`src/rtl/kswe_pkg.sv`:
```
// Package for the rolling 2-bit k-mer extractor.
// Holds widths, register indexes and the k-mer mask function.
// No dependencies.
`timescale 1ns / 1ps
`default_nettype none

package kswe_pkg;

    localparam int unsigned MAX_K     = 31;
    localparam int unsigned KMER_W    = 62;
    localparam int unsigned K_W       = 5;
    localparam int unsigned RUN_W     = 8;
    localparam int unsigned COUNT_W   = 16;
    localparam int unsigned S_DATA_W  = 16;
    localparam int unsigned M_DATA_W  = 80;
    localparam int unsigned ADDR_W    = 4;
    localparam int unsigned APB_W     = 32;

    localparam logic [RUN_W-1:0]   RUN_MAX   = '1;
    localparam logic [COUNT_W-1:0] COUNT_MAX = '1;

    localparam logic [1:0] REG_KMER_LENGTH    = 2'd0;
    localparam logic [1:0] REG_QUALITY_CUTOFF = 2'd1;
    localparam logic [1:0] REG_HOMO_ENABLE    = 2'd2;
    localparam logic [1:0] REG_HOMO_CUTOFF    = 2'd3;

    localparam logic [K_W-1:0]   KMER_LENGTH_RESET = K_W'(MAX_K);
    localparam logic [RUN_W-1:0] HOMO_CUTOFF_RESET = 8'd255;

    // Low 2k bits set.
    function automatic logic [KMER_W-1:0] kmer_mask(input logic [K_W-1:0] k);
        logic [KMER_W-1:0] m;
        logic [K_W:0]      twok;
        twok = {k, 1'b0};
        for (int i = 0; i < KMER_W; i++) begin
            m[i] = (i < int'(twok));
        end
        return m;
    endfunction

endpackage

`default_nettype wire

```
`src/rtl/kmer_sliding_window_extractor.sv`:
```
// Rolling 2-bit k-mer extractor: one base in, one result out.
// Depends on kswe_pkg.
//
// channel   dir  handshake          payload
// s_        in   s_tvalid/s_tready  tdata {quality, base}, tuser known, tlast read end
// m_        out  m_tvalid/m_tready  tdata {count, kmer}, tuser {start, valid}, tlast
// apb       in   psel/penable       four config registers at 0x0..0xC
//
// One base per cycle while s_tready is high; the result appears in the output
// register in the cycle after the request is accepted. The whole window update
// is one pass between the state registers and the output register. s_tready
// drops only while a result is held and m_tready is low. aresetn is synchronous;
// it clears state and loads the register defaults.
`timescale 1ns / 1ps
`default_nettype none

module kmer_sliding_window_extractor (
    input  wire                              aclk,
    input  wire                              aresetn,
    input  wire                              s_tvalid,
    output logic                             s_tready,
    input  wire  [kswe_pkg::S_DATA_W-1:0]    s_tdata,   // base[1:0], quality[9:2], zero
    input  wire  [0:0]                       s_tuser,   // base_known[0]
    input  wire                              s_tlast,
    output logic                             m_tvalid,
    input  wire                              m_tready,
    output logic [kswe_pkg::M_DATA_W-1:0]    m_tdata,   // kmer[61:0], kmer_count[77:62], zero
    output logic [1:0]                       m_tuser,   // kmer_valid[0], window_start[1]
    output logic                             m_tlast,
    input  wire                              psel,
    input  wire                              penable,
    input  wire                              pwrite,
    input  wire  [kswe_pkg::ADDR_W-1:0]      paddr,
    input  wire  [kswe_pkg::APB_W-1:0]       pwdata,
    output logic [kswe_pkg::APB_W-1:0]       prdata,
    output logic                             pready
);

    logic [kswe_pkg::K_W-1:0]     kmer_length_reg;
    logic [kswe_pkg::RUN_W-1:0]   quality_cutoff_reg;
    logic                         homo_enable_reg;
    logic [kswe_pkg::RUN_W-1:0]   homo_cutoff_reg;

    logic [kswe_pkg::KMER_W-1:0]  rolling_kmer_reg, rolling_kmer_next;
    logic [kswe_pkg::K_W-1:0]     good_bases_reg, good_bases_next;
    logic [kswe_pkg::RUN_W-1:0]   run_length_reg, run_length_next;
    logic [1:0]                   previous_base_reg, previous_base_next;
    logic                         skipping_reg, skipping_next;
    logic [1:0]                   skip_base_reg, skip_base_next;
    logic [kswe_pkg::COUNT_W-1:0] total_reg, total_next;

    logic                         m_tvalid_reg;
    logic [kswe_pkg::KMER_W-1:0]  out_kmer_reg, out_kmer_next;
    logic [kswe_pkg::COUNT_W-1:0] out_count_reg;
    logic                         out_valid_reg, out_valid_next;
    logic                         out_start_reg, out_start_next;
    logic                         out_last_reg;

    logic                         s_accept;
    logic                         cfg_write;
    logic [1:0]                   base;
    logic                         known;
    logic [7:0]                   quality;
    logic [kswe_pkg::K_W-1:0]     k_eff;
    logic [kswe_pkg::RUN_W-1:0]   run;
    logic                         handle;
    logic                         bad;
    logic                         homo;
    logic [kswe_pkg::KMER_W-1:0]  shifted;

    assign pready    = 1'b1;
    assign cfg_write = psel && penable && pwrite && pready;
    assign s_tready  = !m_tvalid_reg || m_tready;
    assign s_accept  = s_tvalid && s_tready;

    assign base    = s_tdata[1:0];
    assign quality = s_tdata[9:2];
    assign known   = s_tuser[0];
    assign k_eff   = (kmer_length_reg == '0) ? kswe_pkg::K_W'(1) : kmer_length_reg;

    always_comb begin
        case (paddr[3:2])
            kswe_pkg::REG_KMER_LENGTH:    prdata = 32'(kmer_length_reg);
            kswe_pkg::REG_QUALITY_CUTOFF: prdata = 32'(quality_cutoff_reg);
            kswe_pkg::REG_HOMO_ENABLE:    prdata = 32'(homo_enable_reg);
            kswe_pkg::REG_HOMO_CUTOFF:    prdata = 32'(homo_cutoff_reg);
            default:                      prdata = '0;
        endcase
    end

    always_comb begin
        rolling_kmer_next  = rolling_kmer_reg;
        good_bases_next    = good_bases_reg;
        run_length_next    = run_length_reg;
        previous_base_next = previous_base_reg;
        skipping_next      = skipping_reg;
        skip_base_next     = skip_base_reg;
        total_next         = total_reg;
        out_valid_next     = 1'b0;
        out_start_next     = 1'b0;
        out_kmer_next      = '0;

        handle = !(skipping_reg && known && (base == skip_base_reg));
        if (skipping_reg && handle) begin
            skipping_next = 1'b0;
        end

        if ((good_bases_reg != '0) && (base == previous_base_reg)) begin
            run = (run_length_reg == kswe_pkg::RUN_MAX) ? kswe_pkg::RUN_MAX
                                                        : run_length_reg + 8'd1;
        end else begin
            run = 8'd1;
        end

        bad     = !known || ((quality_cutoff_reg != '0) && (quality <= quality_cutoff_reg));
        homo    = homo_enable_reg && (run >= homo_cutoff_reg);
        shifted = {rolling_kmer_reg[kswe_pkg::KMER_W-3:0], base}
                  & kswe_pkg::kmer_mask(k_eff);

        if (handle) begin
            if (bad) begin
                good_bases_next = '0;
                run_length_next = '0;
            end else if (homo) begin
                good_bases_next = '0;
                run_length_next = '0;
                skipping_next   = 1'b1;
                skip_base_next  = base;
            end else begin
                run_length_next    = run;
                previous_base_next = base;
                rolling_kmer_next  = shifted;
                if (good_bases_reg >= k_eff) begin
                    good_bases_next = k_eff;
                    out_valid_next  = 1'b1;
                end else begin
                    good_bases_next = good_bases_reg + 5'd1;
                    if (good_bases_next == k_eff) begin
                        out_valid_next = 1'b1;
                        out_start_next = 1'b1;
                    end
                end
                if (out_valid_next) begin
                    out_kmer_next = shifted;
                    if (total_reg != kswe_pkg::COUNT_MAX) begin
                        total_next = total_reg + 16'd1;
                    end
                end
            end
        end
    end

    always_ff @(posedge aclk) begin
        if (!aresetn) begin
            kmer_length_reg    <= kswe_pkg::KMER_LENGTH_RESET;
            quality_cutoff_reg <= '0;
            homo_enable_reg    <= 1'b0;
            homo_cutoff_reg    <= kswe_pkg::HOMO_CUTOFF_RESET;
        end else if (cfg_write) begin
            case (paddr[3:2])
                kswe_pkg::REG_KMER_LENGTH:    kmer_length_reg    <= pwdata[4:0];
                kswe_pkg::REG_QUALITY_CUTOFF: quality_cutoff_reg <= pwdata[7:0];
                kswe_pkg::REG_HOMO_ENABLE:    homo_enable_reg    <= pwdata[0];
                kswe_pkg::REG_HOMO_CUTOFF:    homo_cutoff_reg    <= pwdata[7:0];
                default: ;
            endcase
        end
    end

    always_ff @(posedge aclk) begin
        if (!aresetn) begin
            rolling_kmer_reg  <= '0;
            good_bases_reg    <= '0;
            run_length_reg    <= '0;
            previous_base_reg <= '0;
            skipping_reg      <= 1'b0;
            skip_base_reg     <= '0;
            total_reg         <= '0;
            m_tvalid_reg      <= 1'b0;
        end else begin
            if (s_accept) begin
                rolling_kmer_reg  <= rolling_kmer_next;
                previous_base_reg <= previous_base_next;
                skip_base_reg     <= skip_base_next;
                if (s_tlast) begin
                    good_bases_reg <= '0;
                    run_length_reg <= '0;
                    skipping_reg   <= 1'b0;
                    total_reg      <= '0;
                end else begin
                    good_bases_reg <= good_bases_next;
                    run_length_reg <= run_length_next;
                    skipping_reg   <= skipping_next;
                    total_reg      <= total_next;
                end
                m_tvalid_reg <= 1'b1;
            end else if (m_tready) begin
                m_tvalid_reg <= 1'b0;
            end
        end
    end

    always_ff @(posedge aclk) begin
        if (s_accept) begin
            out_kmer_reg  <= out_kmer_next;
            out_count_reg <= total_next;
            out_valid_reg <= out_valid_next;
            out_start_reg <= out_start_next;
            out_last_reg  <= s_tlast;
        end
    end

    assign m_tvalid = m_tvalid_reg;
    assign m_tdata  = {2'b00, out_count_reg, out_kmer_reg};
    assign m_tuser  = {out_start_reg, out_valid_reg};
    assign m_tlast  = out_last_reg;

endmodule

`default_nettype wire

```
`config.mk`:
```
export PLATFORM = sky130hd
export DESIGN_NAME = kmer_sliding_window_extractor
export DESIGN_NICKNAME = d
export VERILOG_FILES = /design/src/rtl/kswe_pkg.sv /design/src/rtl/kmer_sliding_window_extractor.sv
export SDC_FILE = /design/constraint.sdc
export NUM_CORES = 1
export LEC_CHECK = 0
export BUFFER_PORTS_ARGS = -buffer_cell sky130_fd_sc_hd__buf_4
export CAP_MARGIN = 20
export CORE_MARGIN = 2
export CORE_UTILIZATION = 35
export CTS_CLUSTER_SIZE = 24
export DETAILED_ROUTE_END_ITERATION = 12
export PLACE_DENSITY = 0.62
export SLEW_MARGIN = 20
export SYNTH_ARGS = -nofsm -noshare
export SYNTH_HDL_FRONTEND = slang
export SYNTH_SLANG_ARGS = --single-unit
```
`constraint.sdc`:
```
create_clock -name aclk -period 4.1 [get_ports aclk]
set_clock_uncertainty 0.2 [all_clocks]
set_input_delay 0.615 -clock aclk [delete_from_list [all_inputs] [get_ports aclk]]
set_output_delay 0.615 -clock aclk [all_outputs]
set_load 0.01 [all_outputs]
```
==> flow_summary.toml <==
[synthesis]
synth.largest_area_cell = "edfxtp_1"
ys_seq_area_frac = 0.509
netlist_area_mm2 = 0.00937
synth_cell_types = 76
syn_inst = 968
async_flop_share = 0
yosys_warnings = 0
syn_avg_cell_area_um2 = 9.68
synthFlopType = "dfxtp_1"
synth-edff-count = 81
yosysTopAreaCellShare = 0.260
synth_seq_cells = 198
synth_area_leaders = "edfxtp_1 (26%), dfxtp_1 (25%), nand2_1 (5.0%), a21oi_1 (4.9%), and3_1 (4.1%)"

[final_layout]
nets = 1163
area_delta_synth_final_pct = 20.5
drive_above_1_share = 0.204
final_common_cell = "buf_4"
largest_reg_flops = 62
diodes = 0
stdcell_area_mm2 = 0.0113
fillers = 2475
utilization = 0.431
final_cell_mix = "buf_4 (146), nand2_1 (126), dfxtp_1 (117)"

[drt]
routed_wl_um = 22600
avgRoutedWirePerCell_um = 15.9
drc_errors = 0
viasPerCell = 5.19
drt-met1-wl_um = 10400
ant_nets = 0
top_layer_used = "met4"
dr_total_vias = 7394
drtIter0Drc = 463
drtPass1Iterations = 5
met2_length_um = 10900
wl_met3_um = 1120

[outcome]
outcome = "complete, no violations"

[grt]
grt_pass1_vias = 6861
antenna_found_initial = 0
grt_pass1_wl_um = 36100
grt_max_degree = 90
grt_overflow = 0
grt_usage = 0.159

[min_path]
hold_start = "pwdata[5]"
hp-class = "in2reg"

[place]
pre_cts_ws_ns = 0.0144
numPortBuffers = 119
place_congestion = 0.811
dpl.hpwl_um = 15500
place_area_mm2 = 0.0106

[sta]
setup_slack_ns = 0.158
slew_violations = 0
slew_headroom = 0.344
rsz0062_at_grt = "yes"
max_freq_mhz = 254
fin_crit_ns = 3.94
hold_viol = 0
setup_violations = 0
min_period_over_period = 0.961
tightest_slew_ns = 0.984

[worst_setup_path]
r2r-start = "good_bases_reg[0]$_SDFFE_PN0P_"
path_class = "reg2reg"
startpoint = "good_bases_reg[0]$_SDFFE_PN0P_"
cp.required_ns = 4.09
critPathArrivalTime_ns = 3.93
path_cells = "inv_1, ha_1, or4b_2, nand3_4, nor2_1, ha_1, nand2b_1, a2111oi_2, nor3_2, buf_4, nand3b_1, nor3_4, buf_4, mux2_2"
crit_path_top_delay_cell = "or4b_2"
crit_path_end_kind = "register"
crit_family = "simple AND/OR/NAND/NOR gates"
max_stage_delay_ns = 0.63
critPathBufInv = 3
start_kind = "register"
cp_max_fo = 15

[clock_network]
cts.path.max_buffers = 2
path_clk_slew_ns = 0.09
clkSinkCount = 198
root_buffer = "clkbuf_16"
cts_buffers = 17
clk_latency_ns = 0.44
cts_tree = "yes"
htree_levels = 4
postCtsHoldBufs = 0

[die]
io_pins = 179
core_area_mm2 = 0.0262
num_rows = 59
dieArea_mm2 = 0.0281
die_h_um = 168
start_util = 0.358
die_w_um = 168

[pwr]
p_total_uw = 4210
leakage_uw = 0.00450
ir_worst_vdd_mv = 0.248
p_per_area_mw_per_mm2 = 373

[flow_run]
max-cap-violations = 0
## worst paths after layout
check                                       to  slack [ns]  cells after the start
max reg2reg         out_count_reg[1]$_DFFE_PP_        0.16                     14
min reg2reg  rolling_kmer_reg[59]$_SDFFE_PN0P_        0.26                      2
min            homo_cutoff_reg[5]$_SDFFE_PN1P_        0.21                      3
max                 out_count_reg[1]$_DFFE_PP_        0.16                     14
## what timing repair did
item	CTS	global route
gates resized for setup	0	7
setup endpoints to repair	0	74
setup buffers	0	0
## per-stage QoR
step                      hold WS, ns  setup TNS (ns)  std cells
after detailed placement        0.244               0       1391
after global placement          0.235               0       1391
after CTS                       0.195               0       1423
after floorplan                 0.227               0        993
after global routing            0.195        -0.00220       1425
final                           0.209               0       1425
## synthesized netlist by cell type, types with 3 or more instances
cell	number
mux2i_1	12
or3_1	6
edfxtp_1	81
a211o_1	3
a21oi_1	92
nor3_1	7
nor4_1	3
nand3_1	57
a21o_1	5
inv_1	27
or2_2	7
or2_0	7
a22oi_1	11
nand2_1	126
nor4_4	3
nand2b_1	7
and4_1	3
dfxtp_1	117
ha_1	25
clkbuf_1	35
and2_1	7
nor2b_1	4
o22ai_1	4
xnor2_1	19
nand4_1	16
a31o_2	3
o21ai_0	11
a31oi_1	7
xor2_1	6
and3_1	62
nor3b_1	9
buf_2	18
nand3b_1	9
buf_4	30
nor2_1	59
o211ai_1	18
## kinds of logic after synthesis
family                     share of synthesized area
muxes                                         0.0188
xor gates and xnor gates                      0.0258
other                                       0.000801
DFF                                            0.509
adders and majority gates                     0.0334
buffers and inverters                         0.0621
AOI/OAI and AO/OA                              0.123
and+or+nand+nor                                0.227
## worst reg2reg max path, stage by stage, from the launching register on
cell       delay (ns)
dfxtp_1          0.35
inv_1            0.09
ha_1             0.14
or4b_2           0.63
nand3_4          0.16
nor2_1           0.07
ha_1             0.26
nand2b_1         0.16
a2111oi_2        0.40
nor3_2           0.10
buf_4            0.15
nand3b_1         0.25
nor3_4           0.18
buf_4            0.23
mux2_2           0.35
## layer usage
layer  vias up  global-route usage
met4         0              0.0405
met3        17              0.0295
li1       3639                   -
met1      3517               0.217
met2       221               0.262
met5         -                   0
## final cells by class
class                      count  area, um^2  share of cell area
sequential                   198        4770               0.423
multi-input combinational    680        4150               0.367
timing repair buffer         150        1180               0.105
clock buffer                  17         425              0.0377
tap                          335         419              0.0371
clock inverter                15         226              0.0201
inverter                      30         114              0.0101
## power by group
part / internal, uW / total [uW] / switching (uW)
clock: 873 / 1800 / 927
combinational: 116 / 307 / 191
sequential: 2090 / 2110 / 17.6
No activity file was read; power rests on OpenSTA's default activity.
